`config.mk`:
```
export PLATFORM = sky130hd
export DESIGN_NAME = atc_cordic
export DESIGN_NICKNAME = d
export VERILOG_FILES = /design/src/design/atc_pkg.sv /design/src/design/atc_cordic.sv
export SDC_FILE = /design/constraint.sdc
export NUM_CORES = 1
export LEC_CHECK = 0
export BUFFER_PORTS_ARGS = -buffer_cell sky130_fd_sc_hd__buf_2
export CORE_UTILIZATION = 25
export DETAILED_ROUTE_END_ITERATION = 12
export GPL_ROUTABILITY_DRIVEN = 1
export PLACE_DENSITY_LB_ADDON = 0.2
export SYNTH_ARGS = -nofsm -noshare
export SYNTH_HDL_FRONTEND = slang
export SYNTH_SLANG_ARGS = --single-unit
```
`constraint.sdc`:
```
create_clock -name clk_i -period 8.45 [get_ports clk_i]
set_clock_uncertainty 0.1 [all_clocks]
set_input_delay 1.2675 -clock clk_i [delete_from_list [all_inputs] [get_ports clk_i]]
set_output_delay 1.2675 -clock clk_i [all_outputs]
set_load 0.05 [all_outputs]
```
`src/design/atc_pkg.sv`:
```
// Shared types and constants for the affine transform composer.
// Holds the number format, the payload structs, the command classes and the CORDIC tables.
// No dependencies.
package atc_pkg;

  localparam int WORD_WIDTH = 32;
  localparam int FRAC_BITS  = 16;

  typedef logic signed [WORD_WIDTH-1:0] word_t;

  localparam word_t ONE = word_t'(64'sd1 <<< FRAC_BITS);
  localparam word_t WMAX = {1'b0, {(WORD_WIDTH-1){1'b1}}};
  localparam word_t WMIN = {1'b1, {(WORD_WIDTH-1){1'b0}}};

  // input op codes
  localparam logic [2:0] OP_SCALE     = 3'd0;
  localparam logic [2:0] OP_ROT_X     = 3'd1;
  localparam logic [2:0] OP_ROT_Y     = 3'd2;
  localparam logic [2:0] OP_ROT_Z     = 3'd3;
  localparam logic [2:0] OP_TRANSLATE = 3'd4;
  localparam logic [2:0] OP_POINT     = 3'd5;
  localparam logic [2:0] OP_NORMAL    = 3'd6;

  typedef struct packed {
    logic [2:0]         op;
    logic signed [31:0] coord_x;
    logic signed [31:0] coord_y;
    logic signed [31:0] coord_z;
    logic signed [31:0] angle_deg;
  } atc_in_t;

  typedef struct packed {
    logic signed [31:0] out_x;
    logic signed [31:0] out_y;
    logic signed [31:0] out_z;
  } atc_out_t;

  typedef enum logic [2:0] {
    CMD_SCALE,
    CMD_ROT_X,
    CMD_ROT_Y,
    CMD_ROT_Z,
    CMD_TRANSLATE,
    CMD_POINT,
    CMD_NORMAL
  } atc_cmd_e;

  typedef struct packed {
    atc_cmd_e cmd;
    word_t    vx;
    word_t    vy;
    word_t    vz;
    word_t    angle;
  } atc_cmd_t;

  localparam int CMD_DEPTH = 4;
  localparam int CMD_PTR_W = $clog2(CMD_DEPTH);

  typedef enum logic [2:0] {
    ST_IDLE,
    ST_TRIG,
    ST_MAC,
    ST_COMMIT,
    ST_OUT
  } atc_state_e;

  typedef enum logic [1:0] {
    RUN_FULL,
    RUN_ROT,
    RUN_VEC
  } atc_run_e;

  typedef enum logic [2:0] {
    CS_IDLE,
    CS_REDUCE,
    CS_QUAD,
    CS_ROTATE,
    CS_FINISH
  } atc_cordic_e;

  // CORDIC constants
  localparam int CORDIC_FRAC  = 30;
  localparam int CORDIC_STEPS = 30;
  localparam int CORDIC_W     = 34;
  localparam int ANGLE_W      = 39;
  localparam logic signed [CORDIC_W-1:0] CORDIC_GAIN = 34'sd652032874;
  localparam longint unsigned NANO_ONE = 64'd1000000000;

  // atan(2^-i) in degrees, scaled by 1e9
  localparam longint unsigned ATAN_NANO [CORDIC_STEPS] = '{
    64'd45000000000, 64'd26565051177, 64'd14036243468, 64'd7125016349,
    64'd3576334375, 64'd1789910608, 64'd895173710, 64'd447614171,
    64'd223810500, 64'd111905677, 64'd55952892, 64'd27976453,
    64'd13988227, 64'd6994114, 64'd3497057, 64'd1748528,
    64'd874264, 64'd437132, 64'd218566, 64'd109283,
    64'd54642, 64'd27321, 64'd13660, 64'd6830,
    64'd3415, 64'd1708, 64'd854, 64'd427,
    64'd213, 64'd107
  };

  // angle reduction, all at FRAC_BITS fraction bits
  localparam int RED_W = 34;
  localparam logic [RED_W-1:0] FULL_TURN   = RED_W'(64'd360 << FRAC_BITS);
  localparam logic [RED_W-1:0] TURN_OFFSET = RED_W'((64'd360 << FRAC_BITS) * 64'd92);
  localparam int RED_STEPS = 9;
  localparam int REM_W = 25;
  localparam logic [REM_W-1:0] QUARTER = REM_W'(64'd90 << FRAC_BITS);

endpackage

```
`src/design/atc_cordic.sv`:
```
// Iterative sine/cosine unit: reduces the angle modulo 360 degrees one
// compare-subtract a cycle, then runs 30 CORDIC rotation steps. Uses atc_pkg.
module atc_cordic import atc_pkg::*; (
  input  logic  clk_i,
  input  logic  rst_ni,
  input  logic  start_i,
  input  word_t angle_i,
  output logic  done_o,
  output word_t sin_o,
  output word_t cos_o
);

  atc_cordic_e state_q, state_d;
  logic [RED_W-1:0]          red_q;
  logic [3:0]                cnt_q;
  logic [4:0]                step_q;
  logic [1:0]                quad_q;
  logic signed [CORDIC_W-1:0] x_q, y_q;
  logic signed [ANGLE_W-1:0]  z_q;
  logic [ANGLE_W-1:0]         atan_w [CORDIC_STEPS];

  for (genvar g = 0; g < CORDIC_STEPS; g++) begin : g_atan
    localparam longint unsigned Nano = ATAN_NANO[g];
    localparam longint unsigned Val  = ((Nano / NANO_ONE) << CORDIC_FRAC) +
                                       (((Nano % NANO_ONE) << CORDIC_FRAC) / NANO_ONE);
    assign atan_w[g] = ANGLE_W'(Val);
  end

  logic [RED_W-1:0]          cand;
  logic [REM_W-1:0]          r25, rem;
  logic [1:0]                quad;
  logic signed [CORDIC_W-1:0] dx, dy, c_raw, s_raw;
  logic signed [CORDIC_W:0]   c_rnd, s_rnd;
  logic signed [ANGLE_W-1:0]  at;

  assign cand = FULL_TURN << cnt_q;
  assign r25  = red_q[REM_W-1:0];
  assign dx   = y_q >>> step_q;
  assign dy   = x_q >>> step_q;
  assign at   = signed'(atan_w[step_q]);

  always_comb begin
    if (r25 >= REM_W'(3) * QUARTER) begin
      quad = 2'd3; rem = r25 - REM_W'(3) * QUARTER;
    end else if (r25 >= REM_W'(2) * QUARTER) begin
      quad = 2'd2; rem = r25 - REM_W'(2) * QUARTER;
    end else if (r25 >= QUARTER) begin
      quad = 2'd1; rem = r25 - QUARTER;
    end else begin
      quad = 2'd0; rem = r25;
    end
  end

  always_comb begin
    state_d = state_q;
    case (state_q)
      CS_IDLE:   if (start_i) state_d = CS_REDUCE;
      CS_REDUCE: if (cnt_q == '0) state_d = CS_QUAD;
      CS_QUAD:   state_d = CS_ROTATE;
      CS_ROTATE: if (step_q == 5'(CORDIC_STEPS - 1)) state_d = CS_FINISH;
      CS_FINISH: state_d = CS_IDLE;
      default:   state_d = CS_IDLE;
    endcase
  end

  // quadrant map, then round to FRAC_BITS
  always_comb begin
    case (quad_q)
      2'd0:    begin c_raw = x_q;  s_raw = y_q;  end
      2'd1:    begin c_raw = -y_q; s_raw = x_q;  end
      2'd2:    begin c_raw = -x_q; s_raw = -y_q; end
      default: begin c_raw = y_q;  s_raw = -x_q; end
    endcase
    c_rnd  = ((CORDIC_W+1)'(c_raw) + (CORDIC_W+1)'(1 << (CORDIC_FRAC - FRAC_BITS - 1)))
             >>> (CORDIC_FRAC - FRAC_BITS);
    s_rnd  = ((CORDIC_W+1)'(s_raw) + (CORDIC_W+1)'(1 << (CORDIC_FRAC - FRAC_BITS - 1)))
             >>> (CORDIC_FRAC - FRAC_BITS);
    cos_o  = WORD_WIDTH'(c_rnd);
    sin_o  = WORD_WIDTH'(s_rnd);
    done_o = (state_q == CS_FINISH);
  end

  always_ff @(posedge clk_i or negedge rst_ni) begin
    if (!rst_ni) begin
      state_q <= CS_IDLE;
    end else begin
      state_q <= state_d;
    end
  end

  always_ff @(posedge clk_i) begin
    case (state_q)
      CS_IDLE: begin
        red_q <= {{(RED_W-WORD_WIDTH){angle_i[WORD_WIDTH-1]}}, angle_i} + TURN_OFFSET;
        cnt_q <= 4'(RED_STEPS - 1);
      end
      CS_REDUCE: begin
        if (red_q >= cand) red_q <= red_q - cand;
        cnt_q <= cnt_q - 1'b1;
      end
      CS_QUAD: begin
        quad_q <= quad;
        z_q    <= signed'(ANGLE_W'(rem)) <<< (CORDIC_FRAC - FRAC_BITS);
        x_q    <= CORDIC_GAIN;
        y_q    <= '0;
        step_q <= '0;
      end
      CS_ROTATE: begin
        if (z_q >= 0) begin
          x_q <= x_q - dx; y_q <= y_q + dy; z_q <= z_q - at;
        end else begin
          x_q <= x_q + dx; y_q <= y_q - dy; z_q <= z_q + at;
        end
        step_q <= step_q + 1'b1;
      end
      default: ;
    endcase
  end

endmodule

```
==> Word level (Yosys, flattened, before mapping) <==
Memory sizes are Yosys's and may differ from the RTL's.
Cells that the tools add are included.
{ "word_totals": {"input_bits": 35, "memories": 1, "romBits": 1248, "wordCells": 79, "out_inout_bits": 65, "ff_bits": 155} }
{ "op_classes": {"n_lt_le_gt_ge": 6, "eq_ne": 11, "n_reduce_logical": 8, "bitwise": 1, "n_addsub": 17, "n_shift": 3, "n_mux": 23} }
{ "mem_list": {"columns": ["name", "depth", "word_bits", "rd", "rd_clocked_by_memory_dff", "write_ports", "line", "rtl"], "rows": [
  ["(no name shown)", 32, 39, 1, 0, 0, "atc_cordic.sv:40", "assign at = signed'(atan_w[step_q]);"]
]} }
{ "op_table": {"columns": ["operator", "n"], "rows": [
  ["one-hot mux 34 bit (2 select lines)", 3],
  ["one-hot mux 34 bit (3 select lines)", 2],
  ["2-to-1 mux 39 bit", 3],
  ["2-to-1 mux 34 bit", 3],
  ["subtractor 34 bit", 3],
  ["one-hot mux 39 bit (2 select lines)", 1],
  ["2-to-1 mux 25 bit", 3],
  ["adder 34 x 15 -> 35 bit, second input constant", 2],
  ["adder 34 bit", 2],
  ["negation 34 bit", 2],
  [">>> shifter 34 x 5 -> 34 bit", 2],
  ["adder 39 bit", 1],
  ["greater-or-equal comparator 39 x 1 -> 1 bit, second input constant", 1],
  ["subtractor 39 bit", 1],
  ["adder 32 x 33 -> 34 bit, second input constant", 1],
  ["greater-or-equal comparator 34 bit", 1],
  ["left shift 25 x 4 -> 34 bit, first input constant", 1],
  ["greater-or-equal comparator 25 x 23 -> 1 bit, second input constant", 1],
  ["greater-or-equal comparator 25 x 24 -> 1 bit, second input constant", 1],
  ["greater-or-equal comparator 25 bit, second input constant", 1],
  ["subtractor 25 x 23 -> 25 bit, second input constant", 1],
  ["subtractor 25 x 24 -> 25 bit, second input constant", 1],
  ["subtractor 25 bit, second input constant", 1],
  ["one-hot mux 3 bit (4 select lines)", 1],
  ["other kinds (22)", 30]
]} }

==> Logic depth before layout (Yosys ltp) <==
Gate-level depths: netlist of run 1.
{ "logic_depth": {"word_depth": 7, "depth_mapped": 28, "mapped_depth_nobuf": 23} }

==> Worst setup path before layout of run 1 <==
Ideal clock, no wire load.
{ "synth_timing": {"path_type": "register to register", "start": "reg step_q[2]", "end": "reg z_q[38], data pin", "stages_incl_launch_ff": 28, "path_buffers": 5, "synth_period_minus_slack_ns": 6.069, "required_ns": 8.080, "t_arrival_ns": 5.699, "path_slack_ns": 2.381, "path_cell_list": "edfxtp_1 > buf_2 > inv_1 > buf_2 > buf_2 > buf_1 > ha_1 > nand2b_1 > a21oi_1 > a221oi_1 > nand3_1 > or2_1 > inv_1 > nand3b_1 > or3_4 > o21ai_1 > xor2_1 > ha_1 > clkbuf_1 > a21oi_1 > a31oi_1 > a2bb2oi_1 > a31oi_1 > nor3_1 > or3_1 > nand3_1 > mux2i_1 > a21oi_1"} }
{ "synth_between": {"elab_chain_len": 7, "elab_cells_between_ends": 8, "cone_classes": "add/sub: 2; mux: 4; bitwise: 1; memory: 1"} }
{ "synth_lines": {"columns": ["item", "line", "rtl"], "rows": [
  ["from (decl)", "atc_cordic.sv:16", "logic [4:0] step_q;"],
  ["from (signal assigned)", "atc_cordic.sv:114", "step_q <= step_q + 1'b1;"],
  ["inverter 5 -> 6 bit (not written as such) *", "atc_cordic.sv:40", null],
  ["memory read (32 x 39 bit) *", null, null],
  ["2-to-1 mux 39 bit (not written as such) * (2 in series)", "atc_cordic.sv:40", null],
  ["adder 39 bit / subtractor 39 bit (equally long branches)", "atc_cordic.sv:112, atc_cordic.sv:110", null],
  ["2-to-1 mux 39 bit *", "atc_cordic.sv:109", "if (z_q >= 0) begin"],
  ["one-hot mux 39 bit (2 select lines) *", "atc_cordic.sv:92", "case (state_q)"],
  ["to (signal assigned)", "atc_cordic.sv:103", "z_q <= signed'(ANGLE_W'(rem)) <<< (CORDIC_FRAC - FRAC_BITS);"],
  ["to (signal assigned)", "atc_cordic.sv:110", "x_q <= x_q - dx; y_q <= y_q + dy; z_q <= z_q - at;"],
  ["to (signal assigned)", "atc_cordic.sv:112", "x_q <= x_q + dx; y_q <= y_q - dy; z_q <= z_q + at;"],
  ["to (decl)", "atc_cordic.sv:19", "logic signed [ANGLE_W-1:0] z_q;"]
]} }
Every way passes the cells marked *; elsewhere a longest branch is shown, timed or not. The select of a mux whose other input is x is not followed.
A chain may end at the register's enable or synchronous reset.

==> Worst setup path in the final report of run 1 <==
{ "layout_timing": {"start": "reg step_q[1]", "end": "reg y_q[32], data pin"} }
{ "layout_between": {"elab_chain_len": 4, "elab_cells_between_ends": 5, "cone_classes": "add/sub: 2; shift: 1; mux: 2"} }
{ "layout_lines": {"columns": ["item", "line", "rtl"], "rows": [
  [">>> shifter 34 x 5 -> 34 bit *", "atc_cordic.sv:39", "assign dy = x_q >>> step_q;"],
  ["subtractor 34 bit / adder 34 bit (equally long branches)", "atc_cordic.sv:112, atc_cordic.sv:110", null],
  ["2-to-1 mux 34 bit *", "atc_cordic.sv:109", null],
  ["one-hot mux 34 bit (2 select lines) *", "atc_cordic.sv:92", null],
  ["to (signal assigned)", "atc_cordic.sv:110", null],
  ["to (signal assigned)", "atc_cordic.sv:112", null],
  ["to (decl)", "atc_cordic.sv:18", "logic signed [CORDIC_W-1:0] x_q, y_q;"]
]} }
Every way passes the cells marked *; elsewhere a longest branch is shown, timed or not.

==> summary.md, run 1 <==
| Metric | Value |
|---|---|
| Min Tclk post-route | `slightly above 7 ns` |
| Worst-margin pin slew | `0.954 ns` |
| Post-CTS sizing | `0` |
| Share of cells above drive strength 1 | `0.117` |
| RSZ-0062 raised after global routing | `no` |
| CTS buffer count | `17` |
| Die area | `between 90000 and 100000 um2` |
| Slew Viols, Final | `0` |
| Syn Area/Cell | `between 8 and 9 um2` |
| Initial antenna violation count | `0` |
| Number of diodes | `0` |
| Area occupied by multi-input gates | `approximately 17000 um2` |
| Drt wl/cell | `between 20 and 25 um` |
| Maximum root-to-sink buffer count | `2` |
| Area contributors post-synth | `edfxtp_1 20%, ha_1 8.4%, mux4_2 6.7%, xnor2_1 6.6%, nand2_1 5.5%` |
| HP Class | `in -> async` |
| Routability cong. | `between 0.9 and 1` |
| First-pass GRT wire length | `125000 um` |
| Crit Path Max Fanout | `about 80` |
| Slew headroom | `0.364` |
| CTS tree | `yes` |
| Register area share after synthesis | `0.200` |
| # rows | `between 100 and 150` |
| Die W | `around 300 um` |
| Detail Placement HPWL | `60100 um` |
| Area leader, netlist | `edfxtp_1` |
| Final Setup Violations | `0` |
| Pin count of the biggest net entering global routing | `between 90 and 100` |
| Die boundary height | `306 um` |
| Clock sink count | `155` |
| Final TNS setup | `0 ns` |
| Drt via density | `5.37` |
| Yosys warning count | `0` |
| Ys flop type | `edfxtp_1` |
| Postcts setup bufs | `0` |
| Syn Inst Count | `between 2000 and 3000` |
| DRC | `0` |
| EDFF count, synth | `152` |
| Clock transition at path regs | `0.08 ns` |
| Number of synthesized register bits | `155` |
| CP Class | `reg -> reg` |
| Max Cap Violations | `0` |
| Final nets | `2990` |
| CP Capture Type | `register` |
| Final hold vios | `0` |
| WP data arrival | `just over 7 ns` |
| H-tree depth | `4` |
| Total Routing Usage GR | `0.170` |
| F_max | `approximately 140 MHz` |
| I/O Buffers | `a little under 100` |
| Ys async rst share | `0.0194` |
| Routed via count | `~21000` |
| Vias in the first global route | `slightly above 20000` |
| 1st-pass router iterations | `6` |
| Mapped cell area | `23200 um2` |
| Starting DRT DRC Count | `between 2000 and 2500` |
| Yosys cell types | `approximately 110` |
| CTS Hold Bufs | `0` |
| Post-route ant nets | `0` |
| Top cell type's share of synthesized area | `0.197` |
| # IOs | `100` |
| Period utilisation layout | `0.841` |
| Starting density of the core | `0.253` |
| Critical Path RT | `8.58 ns` |
| Clk Latency, worst-skew pair | `approximately 0.5 ns` |
| Total area of sequential cells | `4640 um2` |
| CTS Root Cell | `clkbuf_16` |
| Core Footprint | `91700 um2` |
| Syn Nets | `roughly 3000` |
| Final-layout fill cell count | `~10000` |
| Status | `finished clean` |
| GR Overflow Total | `0` |
| Layout area overhead | `8.20%` |
| Startpoint Class | `register` |
| Total routed wirelength | `81000 um` |
[cell type report]
class                           instances  area share
Clock buffer                           18      0.0175
Clock inverter                         14     0.00579
Inverter                               67      0.0102
Multi-Input combinational cell       2417       0.690
Sequential cell                       155       0.185
Tap cell                             1186      0.0592
Timing Repair Buffer                  138      0.0325
[kinds of logic (layout without fill, tap and decap cells)]
logic type | Yosys count | count (layout) | share of synthesized area
AOI/OAI and AO/OA | 790 | 790 | 0.226
xor gates and xnor gates | 300 | 300 | 0.113
adders and majority gates | 159 | 159 | 0.0869
buffers and inverters | 276 | 237 | 0.0552
DFF | 155 | 155 | 0.200
muxes | 162 | 162 | 0.109
and+or+nand+nor | 1006 | 1006 | 0.209
[flip-flops by register name (all words and copies together) (netlist names)]
name / cells
z_q: 39
state_q: 3
y_q: 34
red_q: 34
cnt_q: 4
x_q: 34
step_q: 5
quad_q: 2
[worst paths after layout]
| check | from | endpoint | slack [ns] | cells after the start |
|---|---|---|---|---|
| max | step_q[1] | y_q[32] | 1.34 | 20 |
| min | rst_ni | state_q[1] | 0.46 | 1 |
| max reg2reg | step_q[1] | y_q[32] | 1.34 | 20 |
| min reg2reg | red_q[2] | z_q[16] | 0.46 | 2 |
| max in group asynchronous | rst_ni | state_q[0] | 7.69 | 1 |
| min in group clk_i | red_q[2] | z_q[16] | 0.46 | 2 |
[synthesized netlist by cell type (20+ instances only)]
master / instances
ha_1: 156
nand3_1: 58
a21oi_1: 165
clkbuf_1: 112
xnor2_1: 174
inv_1: 62
edfxtp_1: 152
xor2_1: 126
o22ai_1: 21
and3_1: 23
and2_1: 23
nand2b_1: 52
a211oi_1: 31
mux4_2: 69
a31oi_1: 48
nor2b_1: 35
buf_2: 33
mux2i_1: 57
nor4_1: 20
nor3_1: 59
o21a_1: 29
nand2_1: 341
o31ai_1: 34
buf_1: 24
nand4_1: 26
a21o_1: 56
nor2_1: 265
o21ai_0: 196
buf_4: 28
mux2_2: 30
[stage by stage]
stage / hold slack (ns) / cells / worst slack, ns / util / area [um2]
2_1_floorplan: 0.409 / 2848 / 2.38 / - / 23200
3_3_place_gp: 0.440 / 3963 / 1.54 / 0.267 / 24500
3_5_place_dp: 0.458 / 3963 / 1.46 / 0.267 / 24500
4_1_cts: 0.423 / 3995 / 1.41 / 0.273 / 25100
5_1_grt: 0.422 / 3995 / 0.849 / 0.273 / 25100
6_report: 0.456 / 3995 / 1.34 / 0.273 / 25100
[cell usage in the layout (no fill, tap or decap), drive strengths merged, types with 48 or more instances in the layout]
| cell | instances |
|---|---|
| nand2 | 342 |
| nor2 | 265 |
| o21ai | 210 |
| xnor2 | 174 |
| a21oi | 166 |
| ha | 156 |
| edfxtp | 152 |
| buf | 138 |
| xor2 | 126 |
| inv | 73 |
| mux4 | 69 |
| nor3 | 61 |
| nand3 | 59 |
| mux2i | 57 |
| a21o | 56 |
| nand2b | 52 |
| a31oi | 48 |
[critical path, cell delays in order, from the launching register on]
cell and delay, ns:
edfxtp_1 0.71, buf_12 0.44, mux4_2 0.63, mux2i_1 0.32
mux2i_1 0.19, a221oi_2 0.41, ha_1 0.26, inv_1 0.07
o41ai_1 0.42, xnor2_1 0.17, ha_1 0.30, a21oi_1 0.17
a21boi_0 0.10, a311o_1 0.36, o41ai_1 0.42, o21ai_0 0.33
a32o_1 0.35, a221oi_1 0.57, o21ai_0 0.23, xnor2_1 0.18
nor2_1 0.06
[routing by layer]
metal	global-route usage	vias to the layer above	routed length [um]
li1	-	10400	-
met1	0.229	10200	37400
met2	0.285	717	37700
met3	0.0251	99	4260
met4	0.0421	0	1680
met5	0	-	0
Power of run 1 is left out: the tool's default activity adds up to more than one toggle a clock period on the data nets, which glitch-free logic cannot reach.
==> inputs of run 2 (changes only) <==
- ABC_AREA: default -> 1
- clock period: 8.45 -> 6.21 ns (I/O delays scaled with it)
==> summary.md, run 2 <==
| Metric | Value |
|---|---|
| Commonest non-fill, non-tap cell in the layout | `nand2_1` |
| GR Overflow Total | `0 (unchanged)` |
| Routability cong. | `0.929 (+1.6%)` |
| Most frequent cells in the layout | `1223 x nand2_1, 487 x nand3_1, 444 x inv_1` |
| Mapped cell area | `24700 um2 (+6.9%)` |
| Area leader, netlist | `nand2_1` |
| CTS Hold Bufs | `0 (unchanged)` |
| Slew headroom | `0.339 (-0.0249)` |
| DRC | `0 (unchanged)` |
| Detail Placement HPWL | `77900 um (+30%)` |
| CP Class | `reg -> reg` |
| WP data arrival | `5.78 ns (-1.45 ns)` |
| Startpoint Class | `register` |
| Pin count of the biggest net entering global routing | `83 (-12%)` |
| Critical Path RT | `6.37 ns (-2.21 ns)` |
| Number of diodes | `0 (unchanged)` |
| Post-CTS sizing | `0 (unchanged)` |
| Crit Path Max Fanout | `62 (-22%)` |
| H-tree depth | `4 (unchanged)` |
| # rows | `115 (+3.6%)` |
| Ys async rst share | `0.0194 (unchanged)` |
| Drt wl/cell | `17.9 um (-12%)` |
| Clock transition at path regs | `0.08 ns (about the same)` |
| Final TNS setup | `0 ns (unchanged)` |
| Top cells by count, synth | `1224 x nand2_1, 487 x nand3_1, 446 x inv_1` |
| # IOs | `100 (unchanged)` |
| Clk Latency, worst-skew pair | `0.50 ns (about the same)` |
| First-pass GRT wire length | `152000 um (+22%)` |
| Top-count cell post-synth | `nand2_1` |
| Biggest register | `z_q` |
| F_max | `178 MHz (+26%)` |
| CTS buffer count | `17 (unchanged)` |
| Number of synthesized register bits | `155 (unchanged)` |
| Layout area overhead | `9.57%` |
| Syn Inst Count | `4187 (+47%)` |
| Syn Area/Cell | `5.91 um2 (-27%)` |
| Die area | `100000 um2 (+6.8%)` |
| Die boundary height | `317 um (+3.3%)` |
| 1st-pass router iterations | `6 (unchanged)` |
| CP Capture Type | `register` |
| Initial antenna violation count | `0 (unchanged)` |
| Flop-to-flop setup slack | `0.59 ns (-0.76 ns)` |
| Period utilisation layout | `0.905 (+0.0644)` |
| Reg2Reg Depth | `30 (+50%)` |
| Total Routing Usage GR | `0.195 (+0.0248)` |
| Die W | `317 um (+3.3%)` |
| Worst-margin pin slew | `0.991 ns (+0.0373 ns)` |
| Share of cells above drive strength 1 | `0.0749 (-0.0422)` |
| Drt via density | `5.01 (-6.7%)` |
| Register area share after synthesis | `0.188 (-0.0129)` |
| HP Class | `in -> async` |
| Top cell type's share of synthesized area | `0.186 (-0.0114)` |
| Core Footprint | `98300 um2 (+7.2%)` |
| Yosys warning count | `0 (unchanged)` |
| Syn Nets | `4381 (+44%)` |
| Status | `finished clean` |
| Min Tclk post-route | `5.62 ns (-1.48 ns)` |
| Worst path most repeated cell | `nand2_1` |
| I/O Buffers | `99 (unchanged)` |
| RSZ-0062 raised after global routing | `no` |
| Max reg flops | `39 (unchanged)` |
| Post-route ant nets | `0 (unchanged)` |
| EDFF count, synth | `152 (unchanged)` |
| Slowest CP cell | `buf_4` |
| Yosys cell types | `59 (-45%)` |
| Maximum root-to-sink buffer count | `2 (unchanged)` |
| Final Setup Violations | `0 (unchanged)` |
| Routed via count | `27600 (+29%)` |
| Total routed wirelength | `98500 um (+22%)` |
| Ys flop type | `edfxtp_1` |
| CTS tree | `yes` |
| Starting density of the core | `0.252 (-0.000851)` |
| Final hold vios | `0 (unchanged)` |
| Slowest stage delay, CP | `0.59 ns (-0.12 ns)` |
| Starting DRT DRC Count | `2068 (-0.43%)` |
| Slew Viols, Final | `0 (unchanged)` |
| Vias in the first global route | `26400 (+29%)` |
| Postcts setup bufs | `0 (unchanged)` |
| Max Cap Violations | `0 (unchanged)` |
| Clock sink count | `155 (unchanged)` |
| Final nets | `4399 (+47%)` |
| CTS Root Cell | `clkbuf_16` |
| Area contributors post-synth | `nand2_1 19%, edfxtp_1 18%, nand3_1 9.9%, ha_1 7.9%, inv_1 6.8%` |
-- run 2: stage by stage --
stage               area, um2  hold WS, ns   util  setup slack (ns)  cells
CTS                     27100       0.0749  0.276             0.599   5505
finish                  27100        0.117  0.276             0.588   5505
global placement        26500        0.450  0.270             0.588   5473
detailed placement      26500        0.461  0.270             0.600   5473
floorplan               24700        0.425      -             0.940   4187
global route            27100       0.0925  0.276             0.190   5505
-- run 2: final cells by class --
cell class / count / area (um2)
Clock inverter: 15 / 186
Fill cell: 11300 / 71200
Inverter: 464 / 1740
Tap cell: 1287 / 1610
Timing Repair Buffer: 154 / 946
Sequential cell: 155 / 4640
Clock buffer: 17 / 425
Multi-Input combinational cell: 3413 / 17600
-- run 2: cell families after synthesis --
logic type / Yosys count / share of synthesized area
simple gates: 2369 / 0.410
compound gates: 742 / 0.167
buf+inv: 619 / 0.104
fa+ha+maj: 159 / 0.0813
flops: 155 / 0.188
xor+xnor: 142 / 0.0503
mux: 1 / 0.000405
-- run 2: worst paths after layout --
path	endpoint	start
worst min register to register	z_q[19]	red_q[5]
worst max register to register	x_q[33]	step_q[0]
max in group asynchronous	state_q[2]	rst_ni
worst max-delay path	x_q[33]	step_q[0]
min in group clk_i	z_q[19]	red_q[5]
worst min-delay path	state_q[0]	rst_ni
-- run 2: per-layer routing --
metal,up-vias,wire (um),GRT usage
met1,12700,44600,0.256
met3,126,4880,0.0241
li1,14000,-,-
met2,784,46500,0.332
met5,-,0,0
met4,0,2500,0.0586
-- run 2: worst max-delay path: cells and delay by family (launching register included) --
| family | cells | cell delay (ns) |
|---|---|---|
| simple gates | 19 | 2.62 |
| buf+inv | 5 | 1.02 |
| fa+ha+maj | 2 | 0.60 |
| compound gates | 4 | 0.58 |
| flops | 1 | 0.45 |
Power of run 2 is left out for the same reason.
